--- src/rtl/lzw_pkg.sv ---
// shared types and constants of the lzw compressor
package lzw_pkg;

  localparam int unsigned BYTE_W     = 8;
  localparam int unsigned OUT_CODE_W = 12;
  localparam int unsigned MAXC_W     = 12;
  localparam int unsigned FREE_W     = 13;
  localparam int unsigned HASH_MUL   = 31;
  localparam int unsigned HASH_BITS  = 16;
  localparam int unsigned FIRST_FREE = 256;
  localparam logic [MAXC_W-1:0] MAX_CODE_RESET = 12'd4095;

  typedef struct packed {
    logic load_first;
    logic lookup;
    logic probe_next;
    logic take_hit;
    logic mark_miss;
    logic emit_miss;
    logic emit_last;
    logic clear_start;
    logic clear_step;
  } lzw_cmd_t;

  typedef struct packed {
    logic have_prefix;
    logic slot_valid;
    logic key_match;
    logic probe_end;
    logic out_free;
    logic clear_end;
  } lzw_stat_t;

endpackage

--- src/rtl/lzw_ctrl.sv ---
// controller state machine of the lzw compressor
module lzw_ctrl import lzw_pkg::*; (
  input  logic      clk,
  input  logic      rst,
  input  logic      in_fire,
  input  logic      in_last,
  input  lzw_stat_t stat,
  output logic      in_ready,
  output lzw_cmd_t  cmd
);

  localparam logic [2:0] ST_CLEAR = 3'd0;
  localparam logic [2:0] ST_IDLE  = 3'd1;
  localparam logic [2:0] ST_READ  = 3'd2;
  localparam logic [2:0] ST_CMP   = 3'd3;
  localparam logic [2:0] ST_MISS  = 3'd4;
  localparam logic [2:0] ST_LAST  = 3'd5;

  logic [2:0] state, state_next;
  logic       last_flag, last_flag_next;

  always_ff @(posedge clk) begin
    if (rst) begin
      state     <= ST_CLEAR;
      last_flag <= 1'b0;
    end else begin
      state     <= state_next;
      last_flag <= last_flag_next;
    end
  end

  always_comb begin
    state_next     = state;
    last_flag_next = last_flag;
    cmd            = '0;
    in_ready       = 1'b0;
    case (state)
      ST_CLEAR: begin
        cmd.clear_step = 1'b1;
        if (stat.clear_end) state_next = ST_IDLE;
      end
      ST_IDLE: begin
        in_ready = 1'b1;
        if (in_fire) begin
          last_flag_next = in_last;
          if (!stat.have_prefix) begin
            cmd.load_first = 1'b1;
            state_next = in_last ? ST_LAST : ST_IDLE;
          end else begin
            cmd.lookup = 1'b1;
            state_next = ST_READ;
          end
        end
      end
      ST_READ: state_next = ST_CMP;
      ST_CMP: begin
        if (stat.slot_valid && stat.key_match) begin
          cmd.take_hit = 1'b1;
          state_next = last_flag ? ST_LAST : ST_IDLE;
        end else if (stat.slot_valid && !stat.probe_end) begin
          cmd.probe_next = 1'b1;
          state_next = ST_READ;
        end else begin
          cmd.mark_miss = 1'b1;
          state_next = ST_MISS;
        end
      end
      ST_MISS: begin
        if (stat.out_free) begin
          cmd.emit_miss = 1'b1;
          state_next = last_flag ? ST_LAST : ST_IDLE;
        end
      end
      ST_LAST: begin
        if (stat.out_free) begin
          cmd.emit_last   = 1'b1;
          cmd.clear_start = 1'b1;
          state_next = ST_CLEAR;
        end
      end
      default: state_next = ST_CLEAR;
    endcase
  end

endmodule

--- config.mk ---
export PLATFORM = sky130hd
export DESIGN_NAME = lzw_ctrl
export DESIGN_NICKNAME = d
export VERILOG_FILES = /design/src/rtl/lzw_pkg.sv /design/src/rtl/lzw_ctrl.sv
export SDC_FILE = /design/constraint.sdc
export NUM_CORES = 1
export LEC_CHECK = 0
export CAP_MARGIN = 20
export CORE_AREA = 10 10 47 49
export DETAILED_ROUTE_END_ITERATION = 6
export DIE_AREA = 0 0 57 59
export DONT_BUFFER_PORTS = 1
export PLACE_DENSITY = 0.5
export SLEW_MARGIN = 0
export SYNTH_ARGS = -nofsm -noshare
export SYNTH_HDL_FRONTEND = slang
export SYNTH_SLANG_ARGS = --single-unit
--- constraint.sdc ---
create_clock -name clk -period 1.3 [get_ports clk]
set_input_delay 0.26 -clock clk [delete_from_list [all_inputs] [get_ports clk]]
set_output_delay 0.26 -clock clk [all_outputs]
set_load 0.02 [all_outputs]
==> impl_results.md, run 1 <==
* Count leader, synth: nor2_1
* Crit path buffers/inverters at 3
* P per Cell Area at 724 nW/µm²
* Peak supply drop at roughly 0.22 mV
* RSZ-0062 raised after global routing: yes
* Period utilization at 114%
* Worst path top cell family by delay: buffers and inverters
* Remaining antenna violation count at 0
* First-pass GRT wire length at around 2200 µm
* Routability cong. at 0.753
* Clock Latency Late Sink at between 0.2 and 0.25 ns
* Routed metal-1 wire length at between 400 and 500 µm
* Post-synth net total at 62
* Final worst slack at -0.181 ns
* # IOs at 20
* Worst-path clk slew at approximately 0.040 ns
* EDFF count, synth at 0
* Root Driver: clkbuf_4
* Switching Share at a little under a third
* DP Worst Slack at -0.0656 ns
* Critical path type: reg -> out
* Status: finished, violations left
* PortBufs at 0
* Total GRT Usage at under 10%
* Yosys top cell by area: dfxtp_1
* Share of post-route cells with drive strength above 1 at ~65%
* Final setup violation count at 14
* Maximum root-to-sink buffer count at 2
* Ys flop type: dfxtp_1
* CTS sink count at 4
* DRC viols at 0
* Logic pwr share at 42.9%
* Netlist cell types at 29
* Placed cells at between 80 and 90
* Clk pwr share at slightly below 30%
* Top cells by area, synth: dfxtp_1 (20%), nor2_1 (6.6%), buf_4 (5.6%)
* Violated checks: negative setup slack
* Total clock buffers created by CTS at 3
* Top Layer Used: met3
* Die Height at a little under 60 µm
* CTS tree: built
* Met2 wire length at between 700 and 800 µm
* Die area at approximately 3400 µm²
* Post-synth ARST share at 0%
* N_diodes at 0
* Avg Synthesized Cell Area at 7.70 µm²
* Switching Power at 0.164 mW
* Routed wire per std cell at around 15 µm
* Cell internal pwr at approximately 0.37 mW
* Total gr overflow at 0
* Seq cells post-synth at 4
* Die X at between 50 and 60 µm
* Pin count of the biggest net entering global routing at 11
* Post-synth top area share at between 20% and 30%
* Most instantiated cells after synthesis: nor2_1 (7), a21oi_1 (4), dfxtp_1 (4), nand2_1 (4)
* Vias post-DR at about 470
* Vias per std cell at roughly 5.1
* Routed wire length at between 1000 and 1500 µm
* Number of core rows at 14
* Nets at 89
* Critical path data required time at ~1.0 ns
* Max-slew violation count at 0
* Critical Path End Type: output pin
* Skew final at 0.00101 ns
* Most frequent CP cell: buf_6
* Count of final hold-check violations at 0
* Crit path max fanout at 6
* Initial antenna violation count at 0
* Highest Clock Rate at 675 MHz
* Core area at approximately 1400 µm²
* Worst slew pin tran at around 0.26 ns
* Post-DP HPWL at around 1000 µm
* Rel. slew slack at between 80% and 90%
* Synth Instances at 52
* Worst Setup Start Kind: flop
* Sequential fraction of the synthesis area at approximately a fifth
* Drt first pass iters at 4
* Hold bufs inserted after CTS at 0
* CP max stage delay at about 0.36 ns
* Initial Util at between 20% and 30%
* Area grow syn2layout at 84.1%
* Crit path max-delay cell type: dfxtp_4
* Syn. warnings at 0
* Starting DRT DRC Count at 3
* Hold Path Class: in -> reg
* Synthesized area at around 400 µm²
* H-tree depth at 1
* Lkg Pwr at 0.280 nW
* Fin crit period at 1.48 ns
* Fin cells at 93
* Max-cap violations at 0
* Number of global-route vias before repair at ~480
* Met3 WL at around 200 µm
* Arrival time worst endpoint at approximately 1.2 ns
* CP Cell Sequence: buf_4, buf_6, and4bb_2, buf_6
* Flop pwr share at about 28%
final timing paths:
kind | startpoint | endpoint | slack, ns | depth (start not counted)
worst max register to register | state[2]$_SDFFE_PP0P_ | state[2]$_SDFFE_PP0P_ | -0.16 | 5
worst max-delay path | state[2]$_SDFFE_PP0P_ | cmd[3] | -0.18 | 4
worst min-delay path | rst | state[0]$_SDFFE_PP0P_ | 0.08 | 1
worst min register to register | last_flag$_SDFFE_PP0P_ | last_flag$_SDFFE_PP0P_ | 0.47 | 2
power groups by stage:
stage	Combinational (mW)	Clock [mW]	Sequential, mW
after floorplan	0.121	0	0.143
final	0.229	0.155	0.149
after CTS	0.214	0.160	0.149
after detailed placement	0.177	0	0.150
after global placement	0.175	0	0.150
after global routing	0.247	0.175	0.152
worst register-to-register path: stages, from the launching register on:
cell,delay (ns)
dfxtp_4,0.36
buf_4,0.14
buf_6,0.11
nor4bb_4,0.26
o21bai_1,0.13
a2111oi_2,0.35
state kept, by name, indices dropped and copies added, names as in the netlist:
register / flops
last_flag: 1
state: 3
placed cells by master (no fill, tap or decap), types with 2 or more instances in the layout:
cell      Yosys  routed
nand3b_1      2       2
and2b_1       2       2
o21ai_0       2       2
nand2_1       4       3
buf_6         1      11
buf_4         3      15
dfxtp_4       0       3
nor2_1        7       3
nor3_1        3       2
clkbuf_4      0       3
a21oi_1       4       3
nor2_4        0       3
nand3_1       2       2
what timing repair did:
action | CTS | global route
resized for setup | 17 | 12
buffers inserted | 7 | 2
pin swaps | 11 | 6
endpoints found under the hold margin | 0 | 0
gates cloned | 0 | 0
endpoints found under the setup margin | 13 | 14
stage by stage:
step	total power, mW	hold slack (ns)	area [µm²]	utilization (%)	TNS [ns]
after CTS	0.522	0.0800	667	47.6	-1.54
final	0.533	0.0823	737	52.6	-1.73
after detailed placement	0.327	0.334	537	38.3	-0.156
after global routing	0.574	0.0692	737	52.6	-2.54
after floorplan	0.264	0.329	423	-	-0.0440
after global placement	0.325	0.332	537	38.3	-0.0494
logic make-up after synthesis:
group / Yosys count / synth area share (%)
flops: 4 / 20.0
buf+inv: 5 / 9.37
compound gates: 14 / 26.9
simple gates: 29 / 43.8
per-layer routing:
layer  vias up  GRT usage [%]
li1        243              -
met1       211           8.14
met2        18           13.6
met3         0           3.65
met4         0           3.02
met5         -              0
area by class of cell:
type                    count  area (µm²)
fillers                   146         664
multi-input cells          43         363
repair buffers             26         236
clock buffers               3        22.5
flip-flops and latches      4        91.3
well taps                  16        20.0
inverters                   1        3.75
No activity file was read; power rests on OpenSTA's default activity.
==> run 2: changes to the inputs <==
Settings changed: ABC_AREA set to 1, PLACE_DENSITY 0.5 to 0.49.
==> impl_results.md, run 2 <==
* Status: finished, violations left
* Violated checks: negative setup slack
* DRC viols at 0
* Yosys top cell by area: dfxtp_1
* Top register by number of flip-flops: state
* Count of final hold-check violations at 0
* Nets at 97
* Clk pwr share at about a quarter
* Initial antenna violation count at 0
* Commonest non-fill, non-tap cell in the layout: buf_4
* Avg Synthesized Cell Area at about 6.1 µm²
* Number of global-route vias before repair at about 500
* H-tree depth at 1
* Synthesized area at just under 400 µm²
* Highest Clock Rate at roughly 700 MHz
* Switching Share at about two fifths
* Cell internal pwr at between 0.4 and 0.5 mW
* Number of core rows at 14
* Switching Power at ~0.27 mW
* GRT met1 Usage at ~8.7%
* Lkg Pwr at around 0.33 nW
* CP max stage delay at ~0.41 ns
* Commonest non-fill, non-tap cells in the layout: buf_4 (15), inv_1 (10), nand3_1 (9)
* Period utilization at 110%
* Core area at between 1000 and 1500 µm²
* Flop2flop setup slack at -0.04 ns
* Synth Area in Adders at 0%
* Met3 usage at under 10%
* Fin util at roughly 50%
* Die X at between 50 and 60 µm
* Crit path max-delay cell type: dfxtp_4
* Post-Synth XOR/XNOR Area at 0%
* Post-synth ARST share at 0%
* Gr busiest metal: met2
* Crit path max fanout at 6
* Sequential fraction of the synthesis area at slightly above 20%
* Biggest regs: state x3, last_flag x1
* Total gr overflow at 0
* CP Cell Sequence: inv_6, nor3_4, nand2_2, nor2_4
* Final worst slack at -0.126 ns
* Worst-path clk slew at approximately 0.050 ns
* Worst Setup Start Kind: flop
* P per Cell Area at between 900 and 1000 nW/µm²
* Critical Path End Type: output pin
* Compound-cell area share of the yosys netlist at approximately 9%
* Remaining antenna violation count at 0
* Seq cells post-synth at 4
* Mux share of post-synthesis cell area at 0%
* N_diodes at 0
* Routed wire per std cell at roughly 14 µm
* Skew final at 0.0112 ns
* Max reg flops at 3
* Worst slew pin tran at about 0.22 ns
* Fin cells at between 100 and 150
* Logic pwr share at roughly 49%
* Share of post-route cells with drive strength above 1 at 57.0%
* Placed cells at 88
* Syn. warnings at 0
* Pin count of the biggest net entering global routing at 7
* First-pass GRT wire length at 2160 µm
* RSZ-0062 raised after global routing: yes
* Count leader, synth: inv_1
* Critical path data required time at about 1.0 ns
* Critical path type: reg -> out
* Netlist cell types at 19
* Maximum root-to-sink buffer count at 2
* CTS sink count at 4
* Peak supply drop at just under 0.5 mV
* Post-synth top area share at roughly a fifth
* Ys flop type: dfxtp_1
* EDFF count, synth at 0
* Die Height at between 50 and 60 µm
* Initial Util at roughly 28%
* Routed wire length at between 1000 and 1500 µm
* Clock Latency Late Sink at 0.24 ns
* Hold Path Class: in -> reg
* Max-slew violation count at 0
* Met2 Use GR at about an eighth
* Post-synth net total at 74
* Routability cong. at about 0.8
* Post-DP HPWL at approximately 1000 µm
* Die area at between 3000 and 4000 µm²
* Top cells by area, synth: dfxtp_1 (21%), nand3_1 (13%), inv_1 (11%)
* CTS tree: built
* Rel. slew slack at ~85%
* Power after layout at about 0.68 mW
* Main combinational cell family by area after synthesis: simple AND/OR/NAND/NOR gates
* Arrival time worst endpoint at 1.17 ns
* Final setup violation count at 11
* Vias per std cell at 4.98
* Area grow syn2layout at 83.0%
* Vias post-DR at 508
* PortBufs at 0
* Drt first pass iters at 4
* Flop pwr share at 25.7%
* # IOs at 20
* Total clock buffers created by CTS at 3
* Max-cap violations at 0
* Root Driver: clkbuf_4
* Starting DRT DRC Count at 8
* Most instantiated cells after synthesis: inv_1 (11), nand2_1 (10), nand3_1 (10), nor2_1 (9), dfxtp_1 (4)
* Synth Instances at 64
* Total GRT Usage at 7.66%
* Fin crit period at around 1.4 ns
* Post-Synth Simple-Gate Area at 54.2%
-- run 2: cell count changes in the layout (fill, tap and decap cells not counted), moves of 3 or more --
cell | previous run | this run
nand2_1 | 3 | 7
buf_6 | 11 | 4
nor2_4 | 3 | 6
inv_1 | 0 | 10
nand3_1 | 2 | 9
-- run 2: worst max-delay path, delay by kind of cell, from the launching register on --
family	cells	cell delay, ns
AND/OR/NAND/NOR	3	0.44
flip-flops	1	0.41
buffers and inverters	1	0.06
-- run 2: cell type report --
| cell class | count | area, µm² |
|---|---|---|
| clock buffer | 4 | 26.3 |
| fill | 141 | 687 |
| inverter | 13 | 61.3 |
| multi-input combinational | 45 | 338 |
| sequential | 4 | 91.3 |
| tap | 16 | 20.0 |
| timing repair buffer | 20 | 178 |
-- run 2: layer usage --
metal / vias to the layer above / routed length [µm]
met2: 21 / 672
met3: 2 / 155
met5: - / 0
met4: 0 / 17
li1: 251 / -
met1: 234 / 572
-- run 2: cell families after synthesis --
family / Yosys count
compound gates: 5
buf+inv: 15
flops: 4
simple gates: 40
-- run 2: per-stage QoR --
step	hold slack (ns)	setup TNS [ns]	area [µm²]	setup slack (ns)
after floorplan	0.319	-0.337	429	-0.194
after global placement	0.322	0	522	0.0312
after CTS	0.0707	-0.522	664	-0.0947
after detailed placement	0.323	0	522	0.0210
final	0.0704	-0.737	714	-0.126
after global routing	0.0623	-1.35	714	-0.187
-- run 2: what timing repair did --
item | 4_1_cts | 5_1_grt
endpoints found under the setup margin | 10 | 13
setup buffers | 7 | 5
gates cloned | 0 | 0
hold buffers | 0 | 0
pin swaps | 7 | 5
gates resized for setup | 19 | 7
-- run 2: path summary, 6_finish.rpt --
| check | start | end | depth (start not counted) |
|---|---|---|---|
| setup reg to reg | state[2]$_SDFFE_PP0P_ | state[2]$_SDFFE_PP0P_ | 9 |
| hold reg to reg | last_flag$_SDFFE_PP0P_ | last_flag$_SDFFE_PP0P_ | 2 |
| hold / removal | rst | state[0]$_SDFFE_PP0P_ | 1 |
| setup / recovery | state[0]$_SDFFE_PP0P_ | cmd[8] | 4 |
-- run 2: power groups by stage --
stage	logic, mW	registers (mW)	clock network, mW
after global placement	0.258	0.165	0
after global routing	0.358	0.177	0.194
after CTS	0.304	0.171	0.176
after detailed placement	0.257	0.166	0
after floorplan	0.191	0.158	0
final	0.331	0.175	0.176
==> run 3: changes to the inputs <==
--- a/constraint.sdc
+++ b/constraint.sdc
@@ -3,2 +3,2 @@
 set_output_delay 0.26 -clock clk [all_outputs]
-set_load 0.02 [all_outputs]
+set_load 0.005 [all_outputs]
==> impl_results.md, run 3 (synthesis results as in run 2) <==
* Routed wire length at 1310 µm
* Die X at 57 µm
* # IOs at 20
* Die area at approximately 3400 µm²
* Top register by number of flip-flops: state
* Worst slew pin tran at roughly 0.22 ns
* CTS tree: built
* Biggest regs: state x3, last_flag x1
* Crit path max fanout at 5
* Max-slew violation count at 0
* Commonest non-fill, non-tap cell in the layout: buf_4
* Total gr overflow at 0
* Crit path buffers/inverters at 1
* CP max stage delay at 0.37 ns
* Hold Path Class: in -> reg
* Area grow syn2layout at 55.4%
* Fin cells at 97
* Final setup violation count at 3
* CTS sink count at 4
* Final worst slack at -0.0143 ns
* Worst-path clk slew at about 0.04 ns
* Starting DRT DRC Count at 4
* P per Cell Area at 958 nW/µm²
* DRC viols at 0
* Maximum root-to-sink buffer count at 2
* Routed wire per std cell at ~13 µm
* Root Driver: clkbuf_4
* Share of post-route cells with drive strength above 1 at a little over half
* RSZ-0062 raised after global routing: yes
* Remaining antenna violation count at 0
* Drt first pass iters at 4
* CP Cell Sequence: inv_4, nor3_4, nand2_2, nor2_2
* Skew final at between 0.007 and 0.008 ns
* Switching Power at ~0.22 mW
* Critical path type: reg -> out
* Switching Share at between 30% and 40%
* Placed cells at 86
* Number of global-route vias before repair at about 500
* Worst Setup Start Kind: flop
* Commonest non-fill, non-tap cells in the layout: buf_4 (14), inv_1 (10), nand3_1 (9)
* Core area at roughly 1400 µm²
* Violated checks: negative setup slack
* Peak supply drop at ~0.58 mV
* Lkg Pwr at 0.285 nW
* Max-cap violations at 0
* Logic pwr share at between 40% and 50%
* Clk pwr share at between 20% and 30%
* Vias post-DR at 469
* Initial Util at between 20 and 30%
* Flop pwr share at roughly 28%
* Pin count of the biggest net entering global routing at 6
* Period utilization at 101%
* H-tree depth at 1
* First-pass GRT wire length at approximately 2100 µm
* Worst path top cell family by delay: simple AND/OR/NAND/NOR gates
* Max reg flops at 3
* Cell internal pwr at 0.364 mW
* Rel. slew slack at approximately 85%
* Highest Clock Rate at ~760 MHz
* Critical Path End Type: output pin
* Vias per std cell at 4.84
* Fin util at between 40% and 50%
* Die Height at 59 µm
* Crit path max-delay cell type: dfxtp_4
* Total clock buffers created by CTS at 3
* N_diodes at 0
* Critical path data required time at ~1.0 ns
* Status: finished, violations left
* Clock Latency Late Sink at 0.24 ns
* Nets at 93
* Total GRT Usage at between 7 and 8%
* Routability cong. at about 0.79
* Count of final hold-check violations at 0
* Number of core rows at 14
* Initial antenna violation count at 0
* Fin crit period at around 1.3 ns
* PortBufs at 0
* Post-DP HPWL at roughly 960 µm
* Arrival time worst endpoint at about 1.1 ns
run 3: cell types whose count changed in the layout (fill, tap and decap cells not counted), moves of 2 or more:
cell | previous run | this run
nor4_2 | 0 | 2
nor4_4 | 2 | 0
nor2_4 | 6 | 2
buf_6 | 4 | 2
nor2_2 | 1 | 4
run 3: worst register-to-register path, delay by kind of cell, from the launching register on:
| family | cells | cell delay, ns |
|---|---|---|
| AOI/OAI and AO/OA | 1 | 0.15 |
| buffers and inverters | 3 | 0.34 |
| DFF | 1 | 0.35 |
| and+or+nand+nor | 3 | 0.34 |
run 3: timing repair:
action                     in CTS  in global routing
buffers inserted                6                  2
hold buffers                    0                  0
hold endpoints to repair        0                  0
setup endpoints to repair       9                 10
gates resized for setup        18                  4
pin swaps                       3                  2
run 3: power by group through the flow:
stage	Sequential [mW]	Combinational, mW	Clock [mW]
after floorplan	0.152	0.148	0
after global placement	0.158	0.206	0
after detailed placement	0.158	0.205	0
after CTS	0.161	0.241	0.163
after global routing	0.162	0.290	0.176
final	0.161	0.265	0.155
run 3: metrics by stage:
step / total power [mW] / TNS, ns / instance area [µm²] / hold slack (ns) / setup slack, ns
after floorplan: 0.301 / 0 / 397 / 0.329 / 0.0355
after global placement: 0.364 / 0 / 462 / 0.332 / 0.0639
after detailed placement: 0.362 / 0 / 462 / 0.332 / 0.0667
after CTS: 0.565 / -0.0744 / 577 / 0.0664 / -0.0184
after global routing: 0.628 / -0.356 / 607 / 0.0744 / -0.0572
final: 0.581 / -0.0226 / 607 / 0.0843 / -0.0143
run 3: final cells by class:
| class | instances | area (µm²) |
|---|---|---|
| fillers | 152 | 795 |
| multi-input cells | 45 | 289 |
| repair buffers | 16 | 128 |
| flip-flops and latches | 4 | 91.3 |
| inverters | 13 | 56.3 |
| clock buffers | 3 | 22.5 |
| well taps | 16 | 20.0 |
run 3: path summary, 6_finish.rpt:
check | startpoint | to | slack, ns | depth (start not counted)
setup reg to reg | state[1]$_SDFFE_PP0P_ | state[0]$_SDFFE_PP0P_ | 0.03 | 7
hold reg to reg | last_flag$_SDFFE_PP0P_ | last_flag$_SDFFE_PP0P_ | 0.49 | 2
setup / recovery | state[0]$_SDFFE_PP0P_ | cmd[7] | -0.01 | 4
hold / removal | rst | state[0]$_SDFFE_PP0P_ | 0.08 | 1
run 3: per-layer routing:
metal / vias up / track usage [%] / routed length [µm]
met5: - / 0 / 0
met4: 0 / 1.01 / 18
met3: 2 / 4.29 / 86
met2: 16 / 13.5 / 672
met1: 210 / 7.73 / 530
li1: 241 / - / -
